## config.mk

```make
export PLATFORM = sky130hd
export DESIGN_NAME = swtr_mem
export DESIGN_NICKNAME = d
export VERILOG_FILES = /design/src/rtl/core/sink_window_token_ring_assert.svh /design/src/rtl/core/swtr_mem.sv
export SDC_FILE = /design/constraint.sdc
export NUM_CORES = 1
export LEC_CHECK = 0
export ABC_AREA = 1
export ABC_CLOCK_PERIOD_IN_PS = 2550
export BUFFER_PORTS_ARGS = -buffer_cell sky130_fd_sc_hd__clkbuf_2
export CORE_UTILIZATION = 55
export CTS_CLUSTER_DIAMETER = 50
export CTS_CLUSTER_SIZE = 25
export DETAILED_ROUTE_END_ITERATION = 8
export PLACE_DENSITY = 0.83
export REMOVE_ABC_BUFFERS = 1
export SLEW_MARGIN = 20
export SYNTH_ARGS = -nofsm -noshare
export SYNTH_HDL_FRONTEND = slang
export SYNTH_SLANG_ARGS = --single-unit
```

## constraint.sdc

```tcl
create_clock -name clk -period 2.55 [get_ports clk]
set_input_delay 0.1275 -clock clk [delete_from_list [all_inputs] [get_ports clk]]
set_output_delay 0.1275 -clock clk [all_outputs]
set_load 0.01 [all_outputs]
```

## src/rtl/core/sink_window_token_ring_assert.svh

```systemverilog
// Assertion macros shared by the sink window token ring RTL.
`ifndef SINK_WINDOW_TOKEN_RING_ASSERT_SVH
`define SINK_WINDOW_TOKEN_RING_ASSERT_SVH

`ifndef SYNTHESIS

// Check a property on every rising clock edge outside reset.
`define SWTR_ASSERT(lbl, clk, rstn, prop) \
	lbl: assert property (@(posedge clk) disable iff (!(rstn)) (prop)) \
		else $error("%m: assertion failed");

// Check that a condition never holds outside reset.
`define SWTR_NEVER(lbl, clk, rstn, cond) \
	lbl: assert property (@(posedge clk) disable iff (!(rstn)) !(cond)) \
		else $error("%m: forbidden condition seen");

`else

`define SWTR_ASSERT(lbl, clk, rstn, prop)
`define SWTR_NEVER(lbl, clk, rstn, cond)

`endif

`endif

```

## src/rtl/core/swtr_mem.sv

```systemverilog
// Single-port-write, registered-read token memory.
`timescale 1ns / 1ps
`default_nettype none

module swtr_mem #(
	parameter int DEPTH  = 16,
	parameter int WIDTH  = 32,
	parameter int ADDR_W = 4
) (
	input  wire logic              clk,
	input  wire logic              we,
	input  wire logic [ADDR_W-1:0] waddr,
	input  wire logic [WIDTH-1:0]  wdata,
	input  wire logic              re,
	input  wire logic [ADDR_W-1:0] raddr,
	output logic      [WIDTH-1:0]  rdata
);

	logic [WIDTH-1:0] mem_q [DEPTH];

	// Write, and read old contents on a same-address collision
	always_ff @(posedge clk) begin
		if (we) begin
			mem_q[waddr] <= wdata;
		end
		if (re) begin
			rdata <= mem_q[raddr];
		end
	end

endmodule

`default_nettype wire

```

==> results_dict.tcl <==
set metrics [dict create \
    syn_area_per_cell_sq_um 10.9 \
    p_switching_uw 4540 \
    status "complete, but fails checks" \
    numCtsBuffers 42 \
    maxSlewHeadroom 0.465 \
    ys_warn_count 0 \
    p_leak_uw 0.0110 \
    ys_seq_elements 544 \
    crit_fanout 1 \
    grt_pass1_wl_mm 85.7 \
    globalplace.congestion 0.822 \
    crit_type "reg -> out" \
    fill_cells 2947 \
    violations "DRC" \
    p_clk_frac 0.390 \
    layoutNonFillerInstCount 2763 \
    port_buffers 74 \
    min_path_type "in -> reg" \
    final_hold_viol_count 0 \
    worstPathArrival_ps 1280 \
    antenna_found_initial 1 \
    routedWlPerCell_microns 20.1 \
    cp_cell_sequence "clkbuf_2" \
    fmax_ghz 0.708 \
    dpl.cell_count 2666 \
    maxCapViolations 0 \
    post_cts_resized 0 \
    fp.dieArea_sq_um 42700 \
    fin_setup_tns_ps 0 \
    finalSetupViolations 0 \
    cts_setup_buffers 0 \
    maxSlewViolCount 0 \
    io_pins 75 \
    insertedDiodeCount 0 \
    rsz0062_at_grt "no" \
    cp-start-kind "flip-flop" \
    yosysSeqAreaShare 0.709 \
    place_hpwl_mm 30.7 \
    crit_path_max_incr_delay_ps 510 \
    combPwrFrac 0.066 \
    p_int_uw 14100 \
    fp-row-count 74 \
    cp_data_required_time_ps 2420 \
    die_h_microns 207 \
    power_frac_seq 0.544 \
    clock_skew_ps 27.4 \
    ys_types 14 \
    cp-end-kind "output port" \
    critPathTopFamily "flip-flops" \
    finalCriticalPeriod_ps 1410 \
    grt_pass1_vias 15600 \
    synth.cell_area_sq_um 23100 \
    postCtsHoldBufs 20 \
    period_share 0.554 \
    worst_pin_slew_ps 803 \
    postSynthCellCount 2120 \
    clock_path_buffers 3 \
    ir_drop_mv 0.557 \
    postRouteAntennaNets 0 \
    vias 15400 \
    routed_via_density 5.57 \
    cp_slowest_cell "edfxtp_1" \
    clk_latency_ps 610 \
    drive_above_1_share 0.0941 \
    area_growth_pct 12.3 \
    routed_wl_mm 55.6 \
    cts.sink_count 544 \
    cts_tree "yes" \
    crit_buf_inv 1 \
    clk_root_buffer_cell "clkbuf_16" \
    firstDrtPassIters 9 \
    initial_utilization 0.561 \
    die_w_microns 207 \
    drc 5 \
    core_sq_um 41100 \
    grt_max_degree 145 \
    cts-htree-levels 2 \
    swShare 0.244 \
    p_per_area_nw_per_um2 720 \
    grt.overflow.total 0 \
    final_nets 2241 \
    clk_pin_slew_worst_paths_ps 90 \
    grt.total_usage 0.269 \
    initialDrtViolationCount 1768 \
]
## worst reg2reg max path, cell delays in order, from the launching register on
cell	delay, ps
edfxtp_1	380
inv_1	60
nand2_1	60
nand3_1	140
nand3_1	130
nand3_1	180
nand2_1	80
## area by class of cell
class                           instances  area (sq um)  area share
Clock inverter                         32           472      0.0182
Sequential cell                       544         16300       0.631
Multi-Input combinational cell       1081          4670       0.180
Timing Repair Buffer                  139          1180      0.0456
Clock buffer                           45          1080      0.0419
Inverter                              390          1470      0.0569
Tap cell                              532           666      0.0257
## metrics by stage
stage / worst slack (ps) / hold WS (ps) / total power (uW) / instance area (sq um) / utilization
3_5_place_dp: 692 / 535 / 11500 / 24100 / 0.587
3_3_place_gp: 743 / 529 / 11500 / 24100 / 0.587
6_report: 1140 / 9.24 / 18600 / 25900 / 0.629
5_1_grt: 1170 / 24.0 / 19100 / 25900 / 0.629
4_1_cts: 1150 / 10.9 / 18600 / 25900 / 0.629
2_1_floorplan: 9.46 / 226 / 10900 / 22300 / -
## power by group through the flow
stage	clock network, uW	registers, uW	logic, uW
2_1_floorplan	0	10300	524
3_3_place_gp	0	10300	1150
3_5_place_dp	0	10300	1190
4_1_cts	7290	10100	1230
5_1_grt	7610	10100	1350
6_report	7260	10100	1240
## Yosys cell counts, drive strengths merged
cell type / count / share of area
nand2: 677 / 0.11
edfxtp: 544 / 0.71
inv: 390 / 0.064
nand3: 385 / 0.084
buf: 91 / 0.028
nor2: 17 / 0.0028
clkbuf: 14 / 0.0023
nand3b: 2 / 0.00065
## sequential cells by signal, indices dropped and copies added (netlist names)
signal,cells
rdata,32
mem_q,512
## cells in the final DEF, fill, tap and decap left out, drive strengths merged
cell type	Yosys	routed
nand3b	2	2
bufinv	0	3
nand2	677	677
clkbuf	14	117
clkinvlp	0	1
clkinv	0	14
nand3	385	385
edfxtp	544	544
buf	91	47
nor2	17	17
inv	390	404
dlygate4sd3	0	20
## per-layer routing
layer,part of all wire,vias to the layer above,track usage
met2,0.50,939,0.461
met4,0.036,2,0.126
li1,-,7034,-
met3,0.10,133,0.0476
met5,0.00023,-,0
met1,0.36,7284,0.334
## logic make-up (layout without fill, tap and decap cells)
| group | Yosys count | in the layout | share of synthesized area |
|---|---|---|---|
| simple gates | 1081 | 1081 | 0.197 |
| buf+inv | 495 | 606 | 0.0941 |
| flops | 544 | 544 | 0.709 |
## path summary, 6_finish.rpt
check                                   from            end  slack, ps  cells after the start
worst max register to register  mem_q[7][28]      rdata[28]       1290                      6
worst min-delay path               wdata[21]  mem_q[10][21]          9                      1
worst max-delay path                rdata[3]       rdata[3]       1140                      1
worst min register to register  mem_q[14][2]       rdata[2]        740                      6
Note: power is estimated with default switching activity, not from simulation.
