[src/rtl/core/sink_window_token_ring_assert.svh]
// Assertion macros shared by the sink window token ring RTL.
`ifndef SINK_WINDOW_TOKEN_RING_ASSERT_SVH
`define SINK_WINDOW_TOKEN_RING_ASSERT_SVH

`ifndef SYNTHESIS

// Check a property on every rising clock edge outside reset.
`define SWTR_ASSERT(lbl, clk, rstn, prop) \
	lbl: assert property (@(posedge clk) disable iff (!(rstn)) (prop)) \
		else $error("%m: assertion failed");

// Check that a condition never holds outside reset.
`define SWTR_NEVER(lbl, clk, rstn, cond) \
	lbl: assert property (@(posedge clk) disable iff (!(rstn)) !(cond)) \
		else $error("%m: forbidden condition seen");

`else

`define SWTR_ASSERT(lbl, clk, rstn, prop)
`define SWTR_NEVER(lbl, clk, rstn, cond)

`endif

`endif

[src/rtl/core/swtr_pkg.sv]
// Shared types and constants of the sink window token ring.
`timescale 1ns / 1ps
`default_nettype none

package swtr_pkg;

	// Default sizes for the top level parameters
	localparam int SINK_MAX_DEF   = 16;
	localparam int WINDOW_MAX_DEF = 2048;
	localparam int TOKEN_BITS_DEF = 32;

	// Port field widths
	localparam int OPCODE_W   = 2;
	localparam int TOKEN_W    = 32;
	localparam int INDEX_W    = 12;
	localparam int COUNT_W    = 12;
	localparam int CFG_IDX_W  = 1;
	localparam int CFG_DATA_W = 12;
	localparam int SINK_CNT_W = 5;
	localparam int WIN_SIZE_W = 12;

	// Register reset values
	localparam int SINK_COUNT_RST  = 4;
	localparam int WINDOW_SIZE_RST = 2044;

	// Register indexes
	localparam logic [CFG_IDX_W-1:0] REG_SINK_COUNT  = 1'd0;
	localparam logic [CFG_IDX_W-1:0] REG_WINDOW_SIZE = 1'd1;

	typedef enum logic [OPCODE_W-1:0] {
		OP_PUSH  = 2'd0,
		OP_READ  = 2'd1,
		OP_CLEAR = 2'd2,
		OP_NOP   = 2'd3
	} op_t;

	// Memory actions decided for one transaction by the pointer logic
	typedef struct packed {
		logic sink_we;
		logic win_we;
		logic rd_sink;
		logic rd_win;
	} act_t;

endpackage

`default_nettype wire

[src/rtl/core/swtr_ctrl.sv]
// Register file, fill counters and ring head, with per-transaction address decode.
`timescale 1ns / 1ps
`default_nettype none
`include "sink_window_token_ring_assert.svh"

module swtr_ctrl #(
	parameter int SINK_MAX   = swtr_pkg::SINK_MAX_DEF,
	parameter int WINDOW_MAX = swtr_pkg::WINDOW_MAX_DEF,
	localparam int SAW = (SINK_MAX > 1) ? $clog2(SINK_MAX) : 1,
	localparam int AW  = $clog2(WINDOW_MAX),
	localparam int FW  = $clog2(WINDOW_MAX + 1)
) (
	input  wire logic                            clk,
	input  wire logic                            arst_n,
	input  wire logic                            cfg_we,
	input  wire logic [swtr_pkg::CFG_IDX_W-1:0]  cfg_index,
	input  wire logic [swtr_pkg::CFG_DATA_W-1:0] cfg_data,
	input  wire logic                            op_fire,
	input  wire swtr_pkg::op_t                   opcode,
	input  wire logic [swtr_pkg::INDEX_W-1:0]    read_index,
	output swtr_pkg::act_t                       act,
	output logic [SAW-1:0]                       sink_waddr,
	output logic [SAW-1:0]                       sink_raddr,
	output logic [AW-1:0]                        win_waddr,
	output logic [FW-1:0]                        win_off,
	output logic [AW-1:0]                        ring_head,
	output logic [FW-1:0]                        win_size,
	output logic [swtr_pkg::COUNT_W-1:0]         count
);
	import swtr_pkg::*;

	localparam int SFW = $clog2(SINK_MAX + 1);
	localparam int CW  = (FW > INDEX_W) ? FW : INDEX_W;
	localparam int PW  = FW + 1;
	localparam int SINK_RST_EFF = (SINK_COUNT_RST > SINK_MAX) ? SINK_MAX : SINK_COUNT_RST;
	localparam int WIN_RST_EFF  = (WINDOW_SIZE_RST == 0) ? 1 :
		((WINDOW_SIZE_RST > WINDOW_MAX) ? WINDOW_MAX : WINDOW_SIZE_RST);

	logic [SFW-1:0] sinks_q;
	logic [FW-1:0]  win_q;
	logic [SFW-1:0] sink_fill_q;
	logic [FW-1:0]  window_fill_q;
	logic [AW-1:0]  head_q;

	logic [SFW-1:0] sinks_new;
	logic [FW-1:0]  win_new;
	logic [SFW-1:0] sink_fill_d;
	logic [FW-1:0]  window_fill_d;
	logic [AW-1:0]  head_d;
	logic           sink_room;
	logic           win_full;
	logic [PW-1:0]  psum;
	logic [PW-1:0]  pslot;
	logic [FW-1:0]  head_inc;
	logic [CW-1:0]  idx_w;
	logic [CW-1:0]  sf_w;
	logic [CW-1:0]  off;
	logic           hit_sink;
	logic           hit_win;

	// Clamp written register values to the sizes the storage supports
	always_comb begin
		if (int'(cfg_data[SINK_CNT_W-1:0]) > SINK_MAX) begin
			sinks_new = SFW'(SINK_MAX);
		end else begin
			sinks_new = SFW'(cfg_data[SINK_CNT_W-1:0]);
		end
		if (cfg_data[WIN_SIZE_W-1:0] == '0) begin
			win_new = FW'(1);
		end else if (int'(cfg_data[WIN_SIZE_W-1:0]) > WINDOW_MAX) begin
			win_new = FW'(WINDOW_MAX);
		end else begin
			win_new = FW'(cfg_data[WIN_SIZE_W-1:0]);
		end
	end

	// Push slot: one wrap of head plus fill around the window
	assign sink_room = sink_fill_q < sinks_q;
	assign win_full  = window_fill_q == win_q;
	assign psum      = PW'(head_q) + PW'(window_fill_q);
	assign pslot     = (psum >= PW'(win_q)) ? (psum - PW'(win_q)) : psum;
	assign head_inc  = FW'(head_q) + FW'(1);

	// Read position: sink prefix first, then offset into the window
	assign idx_w    = CW'(read_index);
	assign sf_w     = CW'(sink_fill_q);
	assign hit_sink = idx_w < sf_w;
	assign off      = idx_w - sf_w;
	assign hit_win  = !hit_sink && (off < CW'(window_fill_q));

	// Next pointer values for the transaction in decode
	always_comb begin
		sink_fill_d   = sink_fill_q;
		window_fill_d = window_fill_q;
		head_d        = head_q;
		unique case (opcode)
			OP_PUSH: begin
				if (sink_room) begin
					sink_fill_d = sink_fill_q + SFW'(1);
				end else if (!win_full) begin
					window_fill_d = window_fill_q + FW'(1);
				end else if (head_inc == win_q) begin
					head_d = '0;
				end else begin
					head_d = head_inc[AW-1:0];
				end
			end
			OP_CLEAR: begin
				sink_fill_d   = '0;
				window_fill_d = '0;
				head_d        = '0;
			end
			OP_READ, OP_NOP: begin
			end
			default: begin
			end
		endcase
	end

	assign act.sink_we = op_fire && (opcode == OP_PUSH) && sink_room;
	assign act.win_we  = op_fire && (opcode == OP_PUSH) && !sink_room;
	assign act.rd_sink = (opcode == OP_READ) && hit_sink;
	assign act.rd_win  = (opcode == OP_READ) && hit_win;

	assign sink_waddr = sink_fill_q[SAW-1:0];
	assign sink_raddr = read_index[SAW-1:0];
	assign win_waddr  = pslot[AW-1:0];
	assign win_off    = off[FW-1:0];
	assign ring_head  = head_q;
	assign win_size   = win_q;
	assign count      = COUNT_W'(CW'(sink_fill_d) + CW'(window_fill_d));

	// Hold registers and pointers; a register write also empties the store
	always_ff @(posedge clk or negedge arst_n) begin
		if (!arst_n) begin
			sinks_q       <= SFW'(SINK_RST_EFF);
			win_q         <= FW'(WIN_RST_EFF);
			sink_fill_q   <= '0;
			window_fill_q <= '0;
			head_q        <= '0;
		end else if (cfg_we) begin
			if (cfg_index == REG_SINK_COUNT) begin
				sinks_q <= sinks_new;
			end
			if (cfg_index == REG_WINDOW_SIZE) begin
				win_q <= win_new;
			end
			sink_fill_q   <= '0;
			window_fill_q <= '0;
			head_q        <= '0;
		end else if (op_fire) begin
			sink_fill_q   <= sink_fill_d;
			window_fill_q <= window_fill_d;
			head_q        <= head_d;
		end
	end

	`SWTR_ASSERT(a_fill_fits, clk, arst_n, window_fill_q <= win_q)
	`SWTR_ASSERT(a_head_fits, clk, arst_n, FW'(head_q) < win_q)
	`SWTR_ASSERT(a_sinks_fit, clk, arst_n, sink_fill_q <= sinks_q)
	`SWTR_ASSERT(a_sinks_first, clk, arst_n, (window_fill_q != '0) |-> (sink_fill_q == sinks_q))

endmodule

`default_nettype wire

[config.mk]
export PLATFORM = sky130hd
export DESIGN_NAME = swtr_ctrl
export DESIGN_NICKNAME = d
export VERILOG_FILES = /design/src/rtl/core/swtr_pkg.sv /design/src/rtl/core/swtr_ctrl.sv
export VERILOG_INCLUDE_DIRS = /design/src /design/src/rtl/core
export SDC_FILE = /design/constraint.sdc
export NUM_CORES = 1
export LEC_CHECK = 0
export BUFFER_PORTS_ARGS = -buffer_cell sky130_fd_sc_hd__buf_2
export CELL_PAD_IN_SITES_DETAIL_PLACEMENT = 0
export CELL_PAD_IN_SITES_GLOBAL_PLACEMENT = 2
export CORE_MARGIN = 1
export CORE_UTILIZATION = 30
export CTS_CLUSTER_SIZE = 16
export DETAILED_ROUTE_END_ITERATION = 16
export HOLD_SLACK_MARGIN = 0.15
export PLACE_DENSITY = 0.82
export SLEW_MARGIN = 30
export SYNTH_ARGS = -nofsm -noshare
export SYNTH_HDL_FRONTEND = slang
export SYNTH_SLANG_ARGS = --single-unit
export TNS_END_PERCENT = 30
[constraint.sdc]
create_clock -name clk -period 3.7 [get_ports clk]
set_input_delay 0.185 -clock clk [delete_from_list [all_inputs] [get_ports clk]]
set_output_delay 0.185 -clock clk [all_outputs]
set_load 0.005 [all_outputs]
==> results of run 1 <==
what timing repair did:
| item | 4_1_cts | 5_1_grt |
|---|---|---|
| cloned | 1 | 0 |
| setup buffers | 17 | 4 |
| resized for setup | 70 | 35 |
| hold buffers | 5 | 0 |
| endpoints found under the setup margin | 20 | 20 |
| endpoints found under the hold margin | 39 | 0 |
| pin swaps | 35 | 33 |
cells in the final DEF, fill, tap and decap left out, types with 7 or more instances in the layout:
| master | synthesis | layout |
|---|---|---|
| a21o_1 | 16 | 16 |
| nor2b_1 | 11 | 9 |
| o21ai_0 | 37 | 28 |
| buf_6 | 2 | 11 |
| inv_1 | 49 | 48 |
| nand2_1 | 45 | 42 |
| dfrtp_1 | 35 | 35 |
| or3_1 | 9 | 9 |
| a21oi_1 | 39 | 30 |
| o21a_1 | 10 | 9 |
| dfstp_2 | 10 | 10 |
| a21oi_2 | 2 | 11 |
| xor2_1 | 33 | 31 |
| xnor2_1 | 30 | 24 |
| nor4_1 | 16 | 13 |
| nand4_1 | 7 | 7 |
| nand2b_1 | 22 | 22 |
| buf_2 | 7 | 94 |
| ha_4 | 0 | 8 |
| buf_4 | 10 | 108 |
| o22ai_1 | 9 | 9 |
| ha_1 | 51 | 40 |
| nor2_1 | 49 | 43 |
| nand3_1 | 22 | 20 |
| mux2_2 | 15 | 10 |
| nor3_1 | 18 | 15 |
| a22o_1 | 8 | 7 |
final cells by class:
type	instances	area, µm²
clock buffer	6	129
clock inverter	2	10.0
fill	1744	9880
inverter	49	184
multi-input combinational	536	4260
sequential	45	1140
tap	225	282
timing repair buffer	219	1480
cell families (layout without fill, tap and decap cells):
logic type,Yosys count,in the layout,synth area share
adders and majority gates,56,56,0.136
AOI/OAI and AO/OA,172,172,0.211
buffers and inverters,85,276,0.0717
xor gates and xnor gates,63,63,0.103
muxes,21,21,0.0429
and+or+nand+nor,224,224,0.221
DFF,45,45,0.213
final timing paths:
kind	depth (start not counted)	endpoint	slack, ns	from
max in group asynchronous	2	ring_head[0]	2.86	arst_n
setup / recovery	17	win_waddr[6]	-0.34	ring_head[1]
min in group asynchronous	2	sinks_q[3]	0.45	arst_n
setup reg to reg	10	ring_head[0]	0.84	ring_head[0]
hold reg to reg	2	sinks_q[2]	0.49	sinks_q[2]
hold / removal	3	win_size[2]	0.17	cfg_data[2]
routing by layer:
metal  track usage  up-vias
met2         0.344      107
met3        0.0176       22
met5             0        -
met4        0.0556        0
met1         0.256     2719
li1              -     2770
power breakdown:
group	switching [mW]	leakage [nW]	internal, mW	total [mW]
combinational	0.396	2.88	0.360	0.755
sequential	0.0188	0.582	0.527	0.546
clock	0.182	0.0706	0.248	0.430
metrics by stage:
step / worst slack, ns / hold WS [ns] / cells
2_1_floorplan: -0.0247 / -0.111 / 666
3_3_place_gp: -0.211 / 0.414 / 1051
3_5_place_dp: -0.229 / 0.233 / 1051
4_1_cts: -0.277 / 0.155 / 1080
5_1_grt: -0.460 / 0.162 / 1082
6_report: -0.342 / 0.165 / 1082
registers in the layout, summed over array words and instances, names as in the netlist:
register       flops
win_size          12
ring_head         11
window_fill_q     12
sinks_q            5
sink_fill_q        5
worst register-to-register path: cells and delay by family, from the launching register on:
family                     cells  cell delay, ns
adders and majority gates      1            0.34
DFF                            1            0.36
and+or+nand+nor                4            1.10
AOI/OAI and AO/OA              3            0.73
buffers and inverters          2            0.24
==> run_results.csv, run 1 <==
group,metric,value,unit
outcome,status,"finished, violations left",
outcome,violations,"setup timing",
critical_path,cp_max_fo,6,
placed_design,dpl.hpwl,14000,µm
timing,max_slew_margin,0.609,
timing,tightest_slew,0.586,ns
yosys,synth_edf_count,0,
yosys,async_flop_share,1.00,
power_and_ir_drop,p_per_area,231,nW/µm²
floorplanning,start_util,0.308,
yosys,synth_top_cell_area_share,0.164,
route,first_pass_iters,5,
route,vias_per_cell,5.19,
yosys,ys_top_cells_by_count,"51 x ha_1, 49 x inv_1, 49 x nor2_1",
critical_path,cp_num_buf_inv,3,
placed_design,gp_routability_congestion,0.807,
critical_path,crit_top_cell,"a21o_1",
power_and_ir_drop,p_total,1.73,mW
timing,finalSetupTns,-4.71,ns
critical_path,cpPeakStageDelay,0.39,ns
timing,setup_violations,18,
floorplanning,die_height,135,µm
cells_and_area,stdcell_area,7480,µm²
timing,rsz0062_at_grt,"yes",
yosys,synth_cell_types,66,
global_route,grt_pass1_wl,28600,µm
cells_and_area,drive_gt1_frac,0.380,
critical_path,path_class,"reg2out",
power_and_ir_drop,leakage,3.53,nW
critical_path,crit_path_start_kind,"flop",
timing,slew_violations,0,
placed_design,place_area,6660,µm²
cts,cts.sinks,45,
yosys,seq_area_frac_synth,0.213,
global_route,grt-ovfl-total,0,
timing,worst_slack,-0.342,ns
global_route,grtUsageTotal,0.196,
cts,h-tree-depth,2,
cts,cts_tree,"yes",
yosys,synthMostInstantiatedCell,"ha_1",
job,maxCapViolCount,0,
cts,cts_buffers,5,
floorplanning,boundaryPins,101,
route,route.met2.wl,8940,µm
route,wl_met1,8230,µm
yosys,synth-seq-cells,45,
timing,clock_skew,0.00510,ns
yosys,synth_ff_type,"dfrtp_1",
route,top_layer_used,"met4",
hold_path,hp-class,"in2reg",
placed_design,io_buffers,100,
cells_and_area,area_growth,40.2,%
yosys,mappedNetlistArea,5340,µm²
timing,fmax,0.247,GHz
floorplanning,rows,48,
floorplanning,die_area,18300,µm²
cells_and_area,diodes,0,
timing,period_needed,4.04,ns
cells_and_area,final_net_count,942,
yosys,yosysTopAreaCell,"dfrtp_1",
yosys,synth_warnings,0,
route,wire_per_inst,16.7,µm
yosys,synth_nets,752,
cts,clockRootBuffer,"clkbuf_16",
critical_path,path_delay_family,"compound AO/OA/AOI/OAI gates",
floorplanning,core-area,17400,µm²
critical_path,crit_chain,"ha_1 > a21o_1 > a21o_1 > a2111oi_4 > buf_4 > nor2_2 > o21ai_2 > a211oi_2 > xnor2_1 > ha_2 > o21a_1 > nor2_1 > a21oi_2 > a21o_1 > buf_6 > mux2_4 > buf_6",
timing,fin_crit_sh,1.09,
cts,clk_pin_slew,0.06,ns
cts,clk_path_buf_depth,2,
route,drt_iter0_markers,356,
yosys,synth_area_leaders,"dfrtp_1 16%, ha_1 12%, xor2_1 5.4%",
route,wirelength,18000,µm
cells_and_area,final_util,0.431,
critical_path,crit_required,3.51,ns
critical_path,cp.arrival,3.86,ns
yosys,synthCells,666,
yosys,avgSynthCellArea,8.01,µm²
route,wl_met3,530,µm
route,via_count,5618,
power_and_ir_drop,vdd_drop_max,173,µV
global_route,grt_max_degree,46,
global_route,antenna_found_initial,0,
critical_path,cp-end-kind,"output port",
route,antenna_left,0,
floorplanning,dieWidth,135,µm
critical_path,worst_path_max_delay_cell,"dfrtp_1",
cts,clock_latency,0.28,ns
global_route,grt_pass1_vias,5630,
route,remaining_drc_errors,0,
timing,final-hold-violation-count,0,
Power figures use the tool's default switching activity.
==> run 2: changes to the inputs <==
--- a/config.mk
+++ b/config.mk
@@ -14,7 +14,8 @@
 export CTS_CLUSTER_SIZE = 16
 export DETAILED_ROUTE_END_ITERATION = 16
 export HOLD_SLACK_MARGIN = 0.15
-export PLACE_DENSITY = 0.82
+export PLACE_DENSITY_LB_ADDON = 0.12
+export SKIP_LAST_GASP = 1
 export SLEW_MARGIN = 30
 export SYNTH_ARGS = -nofsm -noshare
 export SYNTH_HDL_FRONTEND = slang
==> run 2 against run 1 <==
  * The run still ends with setup timing left
  * First-iteration DRC count decreased by 26%
  * Routed wire length decreased by 0.27%
  * Critical endpoint is now count[8]
  * Non-clock buffer count increased by 12
==> run_results.csv, run 2 (synthesis gave the netlist of run 1 again) <==
group,metric,value,unit
outcome,status,"finished, violations left",
outcome,violations,"setup timing",
power_and_ir_drop,p_per_area,242,nW/µm²
critical_path,cp.arrival,3.84,ns
critical_path,r2r-start,"ring_head[0]",
critical_path,cp-end-kind,"output port",
timing,fmax,0.248,GHz
global_route,grtUsageTotal,0.201,
critical_path,critPathCapture,"count[8]",
critical_path,crit_top_cell,"buf_4",
cells_and_area,final_net_count,954,
route,top_layer_used,"met4",
critical_path,cpPeakStageDelay,0.45,ns
timing,finalSetupTns,-4.53,ns
global_route,grt_pass1_vias,5489,
placed_design,gp_routability_congestion,0.847,
cells_and_area,fill_cells,1766,
critical_path,crit_required,3.51,ns
power_and_ir_drop,leakage,3.60,nW
cells_and_area,final_cell_mix,"115 x buf_4, 96 x buf_2, 47 x inv_1, 47 x nor2_1, 42 x nand2_1",
power_and_ir_drop,p_total,1.82,mW
cts,cts_tree,"yes",
route,route.met2.wl,8240,µm
hold_path,hp-class,"in2reg",
timing,rsz0062_at_grt,"yes",
cells_and_area,register_area,1140,µm²
floorplanning,die_area,18300,µm²
global_route,grt_max_degree,46,
route,wl_met1,8820,µm
floorplanning,boundaryPins,101,
cts,clock_latency,0.30,ns
critical_path,worst_path_max_delay_cell,"dfrtp_2",
floorplanning,core-area,17400,µm²
critical_path,path_class,"reg2out",
route,wire_per_inst,16.4,µm
placed_design,dpl.hpwl,14400,µm
timing,slew_violations,0,
route,wl_met3,751,µm
cells_and_area,stdcell_area,7520,µm²
cells_and_area,diodes,0,
timing,tightest_slew,0.614,ns
timing,setup_violations,19,
critical_path,reg2reg_to,"ring_head[8]",
floorplanning,rows,48,
global_route,grt_pass1_wl,28700,µm
timing,clock_skew,0.00616,ns
cts,clk_path_buf_depth,2,
cts,clk_pin_slew,0.07,ns
timing,period_needed,4.03,ns
cells_and_area,final_util,0.433,
floorplanning,start_util,0.308,
cts,clockRootBuffer,"clkbuf_16",
cells_and_area,multi_input_area,4160,µm²
floorplanning,dieWidth,135,µm
route,first_pass_iters,5,
cts,cts.sinks,45,
critical_path,startpoint,"window_fill_q[0]",
cells_and_area,area_growth,40.9,%
timing,fin_crit_sh,1.09,
route,drt_iter0_markers,265,
power_and_ir_drop,vdd_drop_max,199,µV
global_route,grt-ovfl-total,0,
route,wirelength,18000,µm
cells_and_area,drive_gt1_frac,0.365,
cts,h-tree-depth,2,
cts,cts_buffers,5,
placed_design,io_buffers,100,
placed_design,place_area,6670,µm²
critical_path,cp_max_fo,3,
route,via_count,5533,
route,remaining_drc_errors,0,
timing,final-hold-violation-count,0,
job,maxCapViolCount,0,
floorplanning,die_height,135,µm
timing,worst_slack,-0.329,ns
route,antenna_left,0,
route,vias_per_cell,5.06,
critical_path,rrSetupSlack,0.72,ns
critical_path,crit_chain,"buf_4 > xor2_1 > nor4_1 > buf_4 > and3_1 > nor3_1 > buf_4 > xnor2_1 > nor2_1 > ha_2 > fa_2 > a21o_1 > a21oi_2 > nor2b_1 > o21ai_1 > a21oi_2 > nand3_1 > mux2_2 > buf_2",
critical_path,crit_path_start_kind,"flop",
cells_and_area,final_common_cell,"buf_4",
global_route,antenna_found_initial,0,
critical_path,r2r_cells,9,
timing,max_slew_margin,0.587,
==> run 2: cell type report <==
type / instances / area share
sequential: 45 / 0.152
multi-input combinational: 536 / 0.553
tap: 225 / 0.0374
inverter: 49 / 0.0245
clock inverter: 3 / 0.00632
timing repair buffer: 231 / 0.210
clock buffer: 5 / 0.0166
==> run 2: per-stage QoR <==
step / setup slack, ns / hold WS (ns) / instances
final: -0.329 / 0.172 / 1094
after global routing: -0.529 / 0.191 / 1094
after CTS: -0.358 / 0.168 / 1085
after detailed placement: -0.200 / 0.238 / 1053
after global placement: -0.183 / 0.420 / 1053
after floorplan: -0.0247 / -0.111 / 666
==> run 2: worst max-delay path, delay by kind of cell, from the launching register on <==
kind,cells,cell delay (ns)
mux,1,0.33
buf+inv,4,0.59
xor+xnor,2,0.28
simple gates,6,0.78
fa+ha+maj,2,0.53
flops,1,0.45
compound gates,4,0.58
==> run 2: routing by layer <==
metal  up-vias  GRT usage
li1       2791          -
met5         -          0
met2       121      0.317
met4         0     0.0406
met1      2607      0.281
met3        14     0.0397
==> run 2: how the worst min path moves through the flow <==
stage / cells after the start / to / slack (ns) / startpoint
final: 3 / sinks_q[1] / 0.17 / cfg_data[1]
after global routing: 3 / sinks_q[0] / 0.19 / cfg_data[0]
after CTS: 3 / sinks_q[1] / 0.17 / cfg_data[1]
after detailed placement: 1 / ring_head[0] / 0.24 / arst_n
after global placement: 1 / ring_head[0] / 0.42 / arst_n
after floorplan: 0 / ring_head[0] / -0.11 / arst_n
==> run 2: power breakdown <==
part / internal [mW] / switching, mW / leakage, nW / total, mW
Clock: 0.324 / 0.207 / 0.0848 / 0.530
Combinational: 0.356 / 0.386 / 2.94 / 0.741
Sequential: 0.526 / 0.0189 / 0.577 / 0.545
==> run 2: what timing repair did <==
action / CTS / global route
endpoints found under the setup margin: 20 / 20
resized for setup: 39 / 40
pin swaps: 9 / 29
endpoints found under the hold margin: 44 / 0
setup buffers: 14 / 9
hold buffers: 10 / 0
gates cloned: 0 / 1
